**src/dfp_pkg.sv**
```systemverilog
// Shared types and constants for the download frame parser.
// No dependencies; used by dfp_front, dfp_back and download_frame_parser.
package dfp_pkg;

   localparam int HEADER_BYTES = 32;
   localparam int COUNT_BITS   = 20;
   localparam int HDR_IDX_BITS = $clog2(HEADER_BYTES);

   localparam logic [7:0] CHAR_DOLLAR = 8'h24;
   localparam logic [7:0] CHAR_D      = 8'h44;
   localparam logic [7:0] CHAR_F      = 8'h46;
   localparam logic [7:0] CHAR_DOT    = 8'h2E;
   localparam logic [7:0] CHAR_SIX    = 8'h36;
   localparam logic [7:0] CHAR_I      = 8'h49;
   localparam logic [7:0] CHAR_B      = 8'h42;
   localparam logic [7:0] CHAR_S      = 8'h53;

   // Slot codes carried in header byte 10
   localparam logic [7:0] SLOT_PROGRAM = 8'd0;
   localparam logic [7:0] SLOT_FONT    = 8'd1;
   localparam logic [7:0] SLOT_BITMAP  = 8'd2;
   localparam logic [7:0] SLOT_BOOT    = 8'd3;

   // Frame type letter codes
   localparam logic [1:0] TY_I = 2'd0;
   localparam logic [1:0] TY_B = 2'd1;
   localparam logic [1:0] TY_F = 2'd2;
   localparam logic [1:0] TY_S = 2'd3;

   // Result status codes
   localparam logic [2:0] ST_IGNORED  = 3'd0;
   localparam logic [2:0] ST_HDR_BYTE = 3'd1;
   localparam logic [2:0] ST_HDR_OK   = 3'd2;
   localparam logic [2:0] ST_FMT_ERR  = 3'd3;
   localparam logic [2:0] ST_SIZE_ERR = 3'd4;
   localparam logic [2:0] ST_PAYLOAD  = 3'd5;
   localparam logic [2:0] ST_SUM_OK   = 3'd6;
   localparam logic [2:0] ST_SUM_BAD  = 3'd7;

   // One received byte with its character class
   typedef struct packed {
      logic [7:0] data;
      logic       is_dollar;
      logic       is_d;
      logic       is_f;
      logic       is_dot;
      logic       is_six;
      logic       type_ok;
      logic [1:0] type_code;
   } cls_type;

   // One result transaction
   typedef struct packed {
      logic [2:0]            status;
      logic                  payload_valid;
      logic [7:0]            payload_byte;
      logic [18:0]           payload_offset;
      logic [1:0]            image_kind;
      logic [7:0]            bitmap_slot;
      logic [COUNT_BITS-1:0] frame_size;
      logic [15:0]           computed_sum;
   } rsp_type;

endpackage

```
**src/dfp_front.sv**
```systemverilog
// Front end: accepts received bytes, classifies them and queues them.
// Depends on dfp_pkg.
module dfp_front (
   input  logic             clock,
   input  logic             reset,
   input  logic             push,
   output logic             full,
   input  logic [7:0]       rx_byte,
   output logic             cls_valid,
   output dfp_pkg::cls_type cls_item,
   input  logic             cls_pop
);

   dfp_pkg::cls_type cls_new;
   dfp_pkg::cls_type mem_ff [2];
   logic       wr_ptr_ff, wr_ptr_in;
   logic       rd_ptr_ff, rd_ptr_in;
   logic [1:0] count_ff, count_in;
   logic       do_push, do_pop;

   always_comb begin
      cls_new           = '0;
      cls_new.data      = rx_byte;
      cls_new.is_dollar = (rx_byte == dfp_pkg::CHAR_DOLLAR);
      cls_new.is_d      = (rx_byte == dfp_pkg::CHAR_D);
      cls_new.is_f      = (rx_byte == dfp_pkg::CHAR_F);
      cls_new.is_dot    = (rx_byte == dfp_pkg::CHAR_DOT);
      cls_new.is_six    = (rx_byte == dfp_pkg::CHAR_SIX);
      cls_new.type_ok   = 1'b1;
      case (rx_byte)
         dfp_pkg::CHAR_I: cls_new.type_code = dfp_pkg::TY_I;
         dfp_pkg::CHAR_B: cls_new.type_code = dfp_pkg::TY_B;
         dfp_pkg::CHAR_F: cls_new.type_code = dfp_pkg::TY_F;
         dfp_pkg::CHAR_S: cls_new.type_code = dfp_pkg::TY_S;
         default: begin
            cls_new.type_code = dfp_pkg::TY_I;
            cls_new.type_ok   = 1'b0;
         end
      endcase
   end

   assign full      = (count_ff == 2'd2);
   assign cls_valid = (count_ff != 2'd0);
   assign cls_item  = mem_ff[rd_ptr_ff];
   assign do_push   = push && !full;
   assign do_pop    = cls_pop && cls_valid;

   always_comb begin
      wr_ptr_in = do_push ? ~wr_ptr_ff : wr_ptr_ff;
      rd_ptr_in = do_pop ? ~rd_ptr_ff : rd_ptr_ff;
      count_in  = count_ff + {1'b0, do_push} - {1'b0, do_pop};
   end

   always_ff @(posedge clock) begin
      if (reset) begin
         wr_ptr_ff <= 1'b0;
         rd_ptr_ff <= 1'b0;
         count_ff  <= 2'd0;
      end else begin
         wr_ptr_ff <= wr_ptr_in;
         rd_ptr_ff <= rd_ptr_in;
         count_ff  <= count_in;
      end
   end

   always_ff @(posedge clock) begin
      if (do_push) begin
         mem_ff[wr_ptr_ff] <= cls_new;
      end
   end

endmodule

```
**src/dfp_back.sv**
```systemverilog
// Back end: frame state machine, header check, payload sum and result queue.
// Depends on dfp_pkg.
module dfp_back (
   input  logic             clock,
   input  logic             reset,
   input  logic             cls_valid,
   input  dfp_pkg::cls_type cls_item,
   output logic             cls_pop,
   output logic             rsp_empty,
   input  logic             rsp_pop,
   output dfp_pkg::rsp_type rsp_item
);

   localparam logic [1:0] PH_IDLE    = 2'd0;
   localparam logic [1:0] PH_HEADER  = 2'd1;
   localparam logic [1:0] PH_PAYLOAD = 2'd2;

   localparam int IB = dfp_pkg::HDR_IDX_BITS;
   localparam int CB = dfp_pkg::COUNT_BITS;

   localparam logic [IB-1:0] POS_D     = IB'(1);
   localparam logic [IB-1:0] POS_F     = IB'(2);
   localparam logic [IB-1:0] POS_TYPE  = IB'(3);
   localparam logic [IB-1:0] POS_SIX   = IB'(4);
   localparam logic [IB-1:0] POS_DOT   = IB'(6);
   localparam logic [IB-1:0] POS_KIND  = IB'(10);
   localparam logic [IB-1:0] POS_SLOT  = IB'(11);
   localparam logic [IB-1:0] POS_SIZE0 = IB'(15);
   localparam logic [IB-1:0] POS_SIZE1 = IB'(16);
   localparam logic [IB-1:0] POS_SIZE2 = IB'(17);
   localparam logic [IB-1:0] POS_SUM0  = IB'(20);
   localparam logic [IB-1:0] POS_SUM1  = IB'(21);
   localparam logic [IB-1:0] POS_LAST  = IB'(dfp_pkg::HEADER_BYTES - 1);

   localparam logic [24:0] SIZE_ADD  = 25'h20;
   localparam logic [24:0] UP_BOOT   = 25'h00FFE0;
   localparam logic [24:0] LO_BOOT   = 25'h008000;
   localparam logic [24:0] UP_BITMAP = 25'h080000;
   localparam logic [24:0] LO_BITMAP = 25'h010000;
   localparam logic [24:0] UP_FONT   = 25'h01FFF0;
   localparam logic [24:0] LO_FONT   = 25'h018000;
   localparam logic [24:0] UP_PROG   = 25'h03FFE0;
   localparam logic [24:0] LO_PROG   = 25'h018000;

   // Frame state
   logic [1:0]    phase_ff, phase_in;
   logic [CB-1:0] count_ff, count_in;
   logic [CB-1:0] frame_len_ff, frame_len_in;
   logic [15:0]   exp_sum_ff, exp_sum_in;
   logic [15:0]   run_sum_ff, run_sum_in;
   logic [1:0]    kind_ff, kind_in;

   // Header fields captured on the fly (no reset: always written before use)
   logic       d_ok_ff, d_ok_in, f_ok_ff, f_ok_in, six_ok_ff, six_ok_in;
   logic       dot_ok_ff, dot_ok_in, type_ok_ff, type_ok_in;
   logic [1:0] type_ff, type_in;
   logic [7:0] kind_byte_ff, kind_byte_in, slot_ff, slot_in;
   logic [7:0] size0_ff, size0_in, size1_ff, size1_in, size2_ff, size2_in;
   logic [7:0] sum0_ff, sum0_in, sum1_ff, sum1_in;

   logic [IB-1:0]    idx;
   logic [24:0]      size;
   logic [24:0]      upper, lower;
   logic             fmt_bad, size_bad;
   logic [CB-1:0]    off_full;
   logic             take;
   dfp_pkg::rsp_type res;

   // Result queue
   dfp_pkg::rsp_type rq_mem_ff [2];
   logic       rq_wr_ff, rq_wr_in, rq_rd_ff, rq_rd_in;
   logic [1:0] rq_count_ff, rq_count_in;
   logic       rq_pop;

   assign take    = cls_valid && (rq_count_ff != 2'd2);
   assign cls_pop = take;
   assign idx     = count_ff[IB-1:0];

   // Header check over the captured fields
   always_comb begin
      size    = {1'b0, size2_ff, size1_ff, size0_ff} + SIZE_ADD;
      fmt_bad = !(d_ok_ff && f_ok_ff && type_ok_ff && dot_ok_ff);
      upper   = '0;
      lower   = '0;
      if (kind_byte_ff == dfp_pkg::SLOT_BOOT && type_ff == dfp_pkg::TY_B) begin
         upper = UP_BOOT;
         lower = LO_BOOT;
      end else if (kind_byte_ff == dfp_pkg::SLOT_BITMAP && type_ff == dfp_pkg::TY_S) begin
         upper = UP_BITMAP;
         lower = LO_BITMAP;
      end else if (kind_byte_ff == dfp_pkg::SLOT_FONT && type_ff == dfp_pkg::TY_F) begin
         upper = UP_FONT;
         lower = LO_FONT;
      end else if (kind_byte_ff == dfp_pkg::SLOT_PROGRAM && type_ff == dfp_pkg::TY_I &&
                   six_ok_ff) begin
         upper = UP_PROG;
         lower = LO_PROG;
      end
      size_bad = (size > upper) || (size < lower);
   end

   assign off_full = count_ff - CB'(dfp_pkg::HEADER_BYTES);

   always_comb begin
      phase_in     = phase_ff;
      count_in     = count_ff;
      frame_len_in = frame_len_ff;
      exp_sum_in   = exp_sum_ff;
      run_sum_in   = run_sum_ff;
      kind_in      = kind_ff;
      d_ok_in      = d_ok_ff;
      f_ok_in      = f_ok_ff;
      six_ok_in    = six_ok_ff;
      dot_ok_in    = dot_ok_ff;
      type_ok_in   = type_ok_ff;
      type_in      = type_ff;
      kind_byte_in = kind_byte_ff;
      slot_in      = slot_ff;
      size0_in     = size0_ff;
      size1_in     = size1_ff;
      size2_in     = size2_ff;
      sum0_in      = sum0_ff;
      sum1_in      = sum1_ff;
      res          = '0;
      res.status   = dfp_pkg::ST_IGNORED;

      case (phase_ff)
         PH_HEADER: begin
            case (idx)
               POS_D:     d_ok_in = cls_item.is_d;
               POS_F:     f_ok_in = cls_item.is_f;
               POS_TYPE: begin
                  type_ok_in = cls_item.type_ok;
                  type_in    = cls_item.type_code;
               end
               POS_SIX:   six_ok_in    = cls_item.is_six;
               POS_DOT:   dot_ok_in    = cls_item.is_dot;
               POS_KIND:  kind_byte_in = cls_item.data;
               POS_SLOT:  slot_in      = cls_item.data;
               POS_SIZE0: size0_in     = cls_item.data;
               POS_SIZE1: size1_in     = cls_item.data;
               POS_SIZE2: size2_in     = cls_item.data;
               POS_SUM0:  sum0_in      = cls_item.data;
               POS_SUM1:  sum1_in      = cls_item.data;
               default: ;
            endcase
            count_in   = count_ff + 1'b1;
            res.status = dfp_pkg::ST_HDR_BYTE;
            if (idx == POS_LAST) begin
               if (fmt_bad) begin
                  res.status = dfp_pkg::ST_FMT_ERR;
                  phase_in   = PH_IDLE;
               end else if (size_bad) begin
                  res.status = dfp_pkg::ST_SIZE_ERR;
                  phase_in   = PH_IDLE;
               end else begin
                  res.status      = dfp_pkg::ST_HDR_OK;
                  phase_in        = PH_PAYLOAD;
                  frame_len_in    = size[CB-1:0];
                  exp_sum_in      = {sum1_ff, sum0_ff};
                  kind_in         = kind_byte_ff[1:0];
                  run_sum_in      = '0;
                  res.image_kind  = kind_byte_ff[1:0];
                  res.bitmap_slot = slot_ff;
                  res.frame_size  = size[CB-1:0];
               end
            end
         end
         PH_PAYLOAD: begin
            run_sum_in         = run_sum_ff + {8'd0, cls_item.data};
            count_in           = count_ff + 1'b1;
            res.payload_valid  = 1'b1;
            res.payload_byte   = cls_item.data;
            res.payload_offset = off_full[18:0];
            res.image_kind     = kind_ff;
            res.bitmap_slot    = slot_ff;
            res.frame_size     = frame_len_ff;
            res.computed_sum   = run_sum_in;
            if (count_in >= frame_len_ff) begin
               res.status = (run_sum_in == exp_sum_ff) ? dfp_pkg::ST_SUM_OK
                                                        : dfp_pkg::ST_SUM_BAD;
               phase_in   = PH_IDLE;
            end else begin
               res.status = dfp_pkg::ST_PAYLOAD;
            end
         end
         default: begin
            phase_in = PH_IDLE;
            if (cls_item.is_dollar) begin
               count_in   = CB'(1);
               phase_in   = PH_HEADER;
               res.status = dfp_pkg::ST_HDR_BYTE;
            end
         end
      endcase
   end

   always_ff @(posedge clock) begin
      if (reset) begin
         phase_ff     <= PH_IDLE;
         count_ff     <= '0;
         frame_len_ff <= '0;
         exp_sum_ff   <= '0;
         run_sum_ff   <= '0;
         kind_ff      <= '0;
      end else if (take) begin
         phase_ff     <= phase_in;
         count_ff     <= count_in;
         frame_len_ff <= frame_len_in;
         exp_sum_ff   <= exp_sum_in;
         run_sum_ff   <= run_sum_in;
         kind_ff      <= kind_in;
      end
   end

   always_ff @(posedge clock) begin
      if (take) begin
         d_ok_ff      <= d_ok_in;
         f_ok_ff      <= f_ok_in;
         six_ok_ff    <= six_ok_in;
         dot_ok_ff    <= dot_ok_in;
         type_ok_ff   <= type_ok_in;
         type_ff      <= type_in;
         kind_byte_ff <= kind_byte_in;
         slot_ff      <= slot_in;
         size0_ff     <= size0_in;
         size1_ff     <= size1_in;
         size2_ff     <= size2_in;
         sum0_ff      <= sum0_in;
         sum1_ff      <= sum1_in;
      end
   end

   // Result queue, two entries
   assign rsp_empty = (rq_count_ff == 2'd0);
   assign rsp_item  = rq_mem_ff[rq_rd_ff];
   assign rq_pop    = rsp_pop && !rsp_empty;

   always_comb begin
      rq_wr_in    = take ? ~rq_wr_ff : rq_wr_ff;
      rq_rd_in    = rq_pop ? ~rq_rd_ff : rq_rd_ff;
      rq_count_in = rq_count_ff + {1'b0, take} - {1'b0, rq_pop};
   end

   always_ff @(posedge clock) begin
      if (reset) begin
         rq_wr_ff    <= 1'b0;
         rq_rd_ff    <= 1'b0;
         rq_count_ff <= 2'd0;
      end else begin
         rq_wr_ff    <= rq_wr_in;
         rq_rd_ff    <= rq_rd_in;
         rq_count_ff <= rq_count_in;
      end
   end

   always_ff @(posedge clock) begin
      if (take) begin
         rq_mem_ff[rq_wr_ff] <= res;
      end
   end

endmodule

```
**src/download_frame_parser.sv**
```systemverilog
// Top level of the download frame parser: byte classifier front end feeding
// the frame state machine back end. Depends on dfp_pkg, dfp_front, dfp_back.
//
// Usage:
//   Input channel: drive req_rx_byte and raise req_push; the byte is taken at
//   an edge where req_full is low. Each byte yields exactly one result
//   transaction (status plus frame and payload fields).
//   Result channel: while rsp_empty is low the oldest result sits on the rsp_
//   ports; raise rsp_pop to take it.
//   Path: a taken byte enters the two-entry classified queue; the back end
//   consumes it from there once the result queue has room, and its result
//   is written into the two-entry result queue.
//   Throughput: one byte per cycle, sustained, while rsp_pop takes each result
//   at once, with both queues running at a depth of one; the back end's header
//   check and payload add are combinational and never hold a byte back.
//   Stall: when rsp_pop stays low, the two-entry result queue fills, the back
//   end holds, the front queue fills and req_full rises; no transaction is
//   lost and all resume at full rate once rsp_pop returns.
//   Reset: synchronous, active high; drops all queued transactions and
//   returns the parser to waiting for the '$' that opens a frame.
module download_frame_parser (
   input  logic        clock,
   input  logic        reset,
   input  logic        req_push,
   output logic        req_full,
   input  logic [7:0]  req_rx_byte,
   output logic        rsp_empty,
   input  logic        rsp_pop,
   output logic [2:0]  rsp_status,
   output logic        rsp_payload_valid,
   output logic [7:0]  rsp_payload_byte,
   output logic [18:0] rsp_payload_offset,
   output logic [1:0]  rsp_image_kind,
   output logic [7:0]  rsp_bitmap_slot,
   output logic [19:0] rsp_frame_size,
   output logic [15:0] rsp_computed_sum
);

   logic             cls_valid;
   logic             cls_pop;
   dfp_pkg::cls_type cls_item;
   dfp_pkg::rsp_type rsp_item;

   // Accept and classify incoming bytes
   dfp_front u_front (
      .clock     (clock),
      .reset     (reset),
      .push      (req_push),
      .full      (req_full),
      .rx_byte   (req_rx_byte),
      .cls_valid (cls_valid),
      .cls_item  (cls_item),
      .cls_pop   (cls_pop)
   );

   // Advance the frame state and queue one result per byte
   dfp_back u_back (
      .clock     (clock),
      .reset     (reset),
      .cls_valid (cls_valid),
      .cls_item  (cls_item),
      .cls_pop   (cls_pop),
      .rsp_empty (rsp_empty),
      .rsp_pop   (rsp_pop),
      .rsp_item  (rsp_item)
   );

   assign rsp_status         = rsp_item.status;
   assign rsp_payload_valid  = rsp_item.payload_valid;
   assign rsp_payload_byte   = rsp_item.payload_byte;
   assign rsp_payload_offset = rsp_item.payload_offset;
   assign rsp_image_kind     = rsp_item.image_kind;
   assign rsp_bitmap_slot    = rsp_item.bitmap_slot;
   assign rsp_frame_size     = rsp_item.frame_size;
   assign rsp_computed_sum   = rsp_item.computed_sum;

`ifndef SYNTHESIS
   // Payload flag agrees with the payload status codes
   assert property (@(posedge clock) disable iff (reset)
      !rsp_empty |-> (rsp_payload_valid ==
         (rsp_status == dfp_pkg::ST_PAYLOAD || rsp_status == dfp_pkg::ST_SUM_OK ||
          rsp_status == dfp_pkg::ST_SUM_BAD)))
      else $error("payload flag and status disagree");

   // Non-payload results carry no sum and no offset
   assert property (@(posedge clock) disable iff (reset)
      (!rsp_empty && !rsp_payload_valid) |->
         (rsp_computed_sum == 16'd0 && rsp_payload_offset == 19'd0))
      else $error("non-payload result carries payload data");

   // An accepted header always reports a size inside the widest bounds
   assert property (@(posedge clock) disable iff (reset)
      (!rsp_empty && rsp_status == dfp_pkg::ST_HDR_OK) |->
         (rsp_frame_size >= 20'h08000 && rsp_frame_size <= 20'h80000))
      else $error("accepted header with out-of-range size");
`endif

endmodule
```
**config.mk**
```make
export PLATFORM = sky130hd
export DESIGN_NAME = download_frame_parser
export DESIGN_NICKNAME = d
export VERILOG_FILES = /design/src/dfp_pkg.sv /design/src/dfp_front.sv /design/src/dfp_back.sv /design/src/download_frame_parser.sv
export SDC_FILE = /design/constraint.sdc
export NUM_CORES = 1
export LEC_CHECK = 0
export BUFFER_PORTS_ARGS = -buffer_cell sky130_fd_sc_hd__buf_4
export CAP_MARGIN = 20
export CORE_MARGIN = 3
export CORE_UTILIZATION = 35
export CTS_BUF_LIST = sky130_fd_sc_hd__clkbuf_16
export DETAILED_ROUTE_END_ITERATION = 16
export SYNTH_ARGS = -nofsm -noshare
export SYNTH_HDL_FRONTEND = slang
export SYNTH_SLANG_ARGS = --single-unit
```
**constraint.sdc**
```tcl
create_clock -name clock -period 4 [get_ports clock]
set_clock_uncertainty 0.2 [all_clocks]
set_input_delay 0.4 -clock clock [delete_from_list [all_inputs] [get_ports clock]]
set_output_delay 0.4 -clock clock [all_outputs]
set_load 0.005 [all_outputs]
```
==> impl_metrics.toml <==
[pwr]
switching_share_pct = 28.07
finalPower_mw = 10.48
internal_power_mw = 7.535
seqPwrFrac_pct = 44.6
powerDensity_nw_per_um2 = 555.9
leakagePower_nw = 6.814
clkPwrFrac_pct = 30.3
ir_drop_v = 0.0002713
p_sw_mw = 2.941
combPwrFrac_pct = 25.0

[final_layout]
layout-drive-gt1-share_pct = 25.51
nNetsFinal = 1478
syn_to_final_growth_pct = 21.83
final_area_um2 = 18840
diodes = 0

[place]
place_area_um2 = 17250
hpwl_um = 24560
gp_congestion = 0.8282
io_buffer_count = 90

[global_routing]
grt_pass1_wl_um = 57440
gr-usage-all-layers_pct = 15.64
grt_overflow = 0
grt_pass1_vias = 10277
grt_max_degree = 87
antenna_found_initial = 0

[timing]
max_clock_freq_mhz = 240.7
slew_violations = 0
hold_violations = 0
worst_pin_slew_ps = 1109
hold_slack_ps = 70.33
rsz0062_at_grt = "true"
setup_slack_ps = -154.9
relSlewSlack_pct = 25.51
fin_crit_sh_pct = 103.9
finalSetupViolCount = 113
fin_crit_ps = 4155

[hold_path]
hold_start = "req_push"
whs_path_depth = 4
hold_end = "u_front.wr_ptr_ff"
hp-class = "in -> reg"

[logic_synthesis]
ys.flop_type = "edfxtp_1"
synth_top_area_cell = "edfxtp_1"
avgSynthCellArea_um2 = 12.39
synthTopCellsByArea = "edfxtp_1 48%, dfxtp_1 11%, mux2_2 6.7%"
yosys_register_bits = 335
synth_edf_count = 249
synthTopCellsByCount = "249 x edfxtp_1, 125 x nor2_1, 92 x mux2_2"
synth_top_area_share_pct = 48.34
yosysUniqueCellTypes = 69
syn-num-nets = 1320
syn_inst = 1248
yosysMostFrequentCell = "edfxtp_1"
ys_warn_count = 0
yosysSeqAreaShare_pct = 59.47
async_reset_ff_share_pct = 0
synth_area_um2 = 15470

[critical_path]
rrSetupSlack_ps = -150
worstPathArrival_ps = 4340
worst-setup-path-type = "reg -> reg"
cp-end-kind = "flip-flop"
r2r_end = "u_back.frame_len_ff[11]"
cp_max_fo = 6
r2r-start = "u_back.kind_byte_ff[1]"
r2r_cells = 16
start_kind = "flip-flop"
worst-endpoint-required_ps = 4190

[routing]
viasPerCell = 4.994
routed_wirelength_um = 36730
final_antenna_net_count = 0
drc = 0
wl_per_cell_um = 18.18
drt_iter0_drc = 614
num_vias = 10088
drtPass1Iterations = 5

[floorplan]
die_w_um = 216.2
pin_count = 91
core_um2 = 43360
rows = 76
fp.dieArea_um2 = 46750
start_util_pct = 35.67
die_h_um = 216.2

[clocking]
clk_pin_slew_ps = 60
clk_path_buf_depth = 3
cts.sink_count = 335
h-tree-depth = 2
cts_made_buffers = 37
cts_tree = "yes"
cts_root_buffer = "clkbuf_16"
clk_latency_ps = 560

[run_status]
violations = "setup timing"
status = "finished with violations"

[job]
drv_cap = 0
==> layout by cell type, fill, tap and decap left out, types with 39 or more instances in the layout <==
cell       instances
ha_1              51
dfxtp_1           85
nand2_1           47
clkbuf_16         39
edfxtp_1         249
a21oi_1           46
inv_1             54
xnor2_1           40
nor2_1           120
mux2_2            92
buf_4            159
==> sequential cells by signal, summed over array words and instances, names as in the netlist, 16 cells and up, named ones only <==
signal,count
u_back.frame_len_ff,20
u_back.count_ff,20
u_back.exp_sum_ff,16
u_front.mem_ff,32
u_back.rq_mem_ff,154
u_back.run_sum_ff,16
==> kinds of logic after synthesis <==
logic type                 after synthesis  share of synthesized area [%]
and+or+nand+nor                        374                          12.43
DFF                                    335                          59.47
AOI/OAI and AO/OA                      164                          6.876
muxes                                  130                          9.157
buffers and inverters                  108                          2.807
xor gates and xnor gates                77                          4.360
adders and majority gates               60                          4.902
==> cell type report <==
| cell class | instances | area (um2) |
|---|---|---|
| Clock buffer | 38 | 950.9 |
| Clock inverter | 30 | 181.4 |
| Fill cell | 4024 | 24520 |
| Inverter | 46 | 172.7 |
| Multi-Input combinational cell | 805 | 6040 |
| Sequential cell | 335 | 9203 |
| Tap cell | 585 | 732.0 |
| Timing Repair Buffer | 181 | 1565 |
==> metal layers <==
| metal | up-vias | part of all wire (%) | track usage (%) |
|---|---|---|---|
| met2 | 224 | 49 | 26.49 |
| met3 | 69 | 5.4 | 3.561 |
| li1 | 4880 | - | - |
| met1 | 4915 | 43 | 19.92 |
| met5 | - | 0 | 0 |
| met4 | 0 | 2.6 | 5.012 |
==> worst max-delay path by stage <==
stage,start,end,slack [ps],cells past startpoint
3_5_place_dp,u_back.kind_byte_ff[1],u_back.rq_mem_ff[0][43],-190,14
6_report,u_back.kind_byte_ff[1],u_back.frame_len_ff[11],-150,16
5_1_grt,u_back.type_ff[0],u_back.rq_mem_ff[0][36],-320,16
4_1_cts,u_back.kind_byte_ff[1],u_back.exp_sum_ff[13],-110,15
3_3_place_gp,u_back.kind_byte_ff[1],u_back.rq_mem_ff[0][43],-100,14
2_1_floorplan,u_back.kind_byte_ff[1],u_back.frame_len_ff[3],-20,14
==> critical path: stages, from the launching register on <==
cell	delay (ps)
edfxtp_1	370
or4b_1	550
or2_1	250
a21o_4	260
buf_8	160
ha_4	220
a21o_1	150
nand3_1	90
a211oi_2	80
o32a_1	400
a221o_1	310
buf_6	130
nor4_4	180
buf_6	220
buf_12	160
mux2i_2	200
nor2_1	70
==> metrics by stage <==
step / TNS (ps) / std cells / setup slack (ps) / util [%]
after floorplan: -144.3 / 1248 / -18.04 / -
after global placement: -2678 / 1931 / -95.46 / 39.72
after detailed placement: -10870 / 1932 / -186.7 / 39.79
after CTS: -4495 / 2017 / -109.6 / 43.28
after global routing: -29040 / 2020 / -316.4 / 43.46
final: -7965 / 2020 / -154.9 / 43.46
==> power groups by stage <==
stage / clock network [mW] / registers (mW) / logic, mW
after CTS: 3.26 / 4.69 / 2.72
after detailed placement: 0 / 4.76 / 2.70
after global placement: 0 / 4.79 / 2.60
after floorplan: 0 / 4.67 / 1.38
after global routing: 3.41 / 4.74 / 2.87
final: 3.18 / 4.68 / 2.62
==> timing repair <==
action | in CTS | in global routing
pin swaps | 12 | 5
gates cloned | 4 | 1
hold buffers | 8 | 0
setup buffers | 5 | 2
resized for setup | 32 | 9
endpoints found under the setup margin | 116 | 117
endpoints found under the hold margin | 20 | 0
Power figures use the tool's default switching activity.
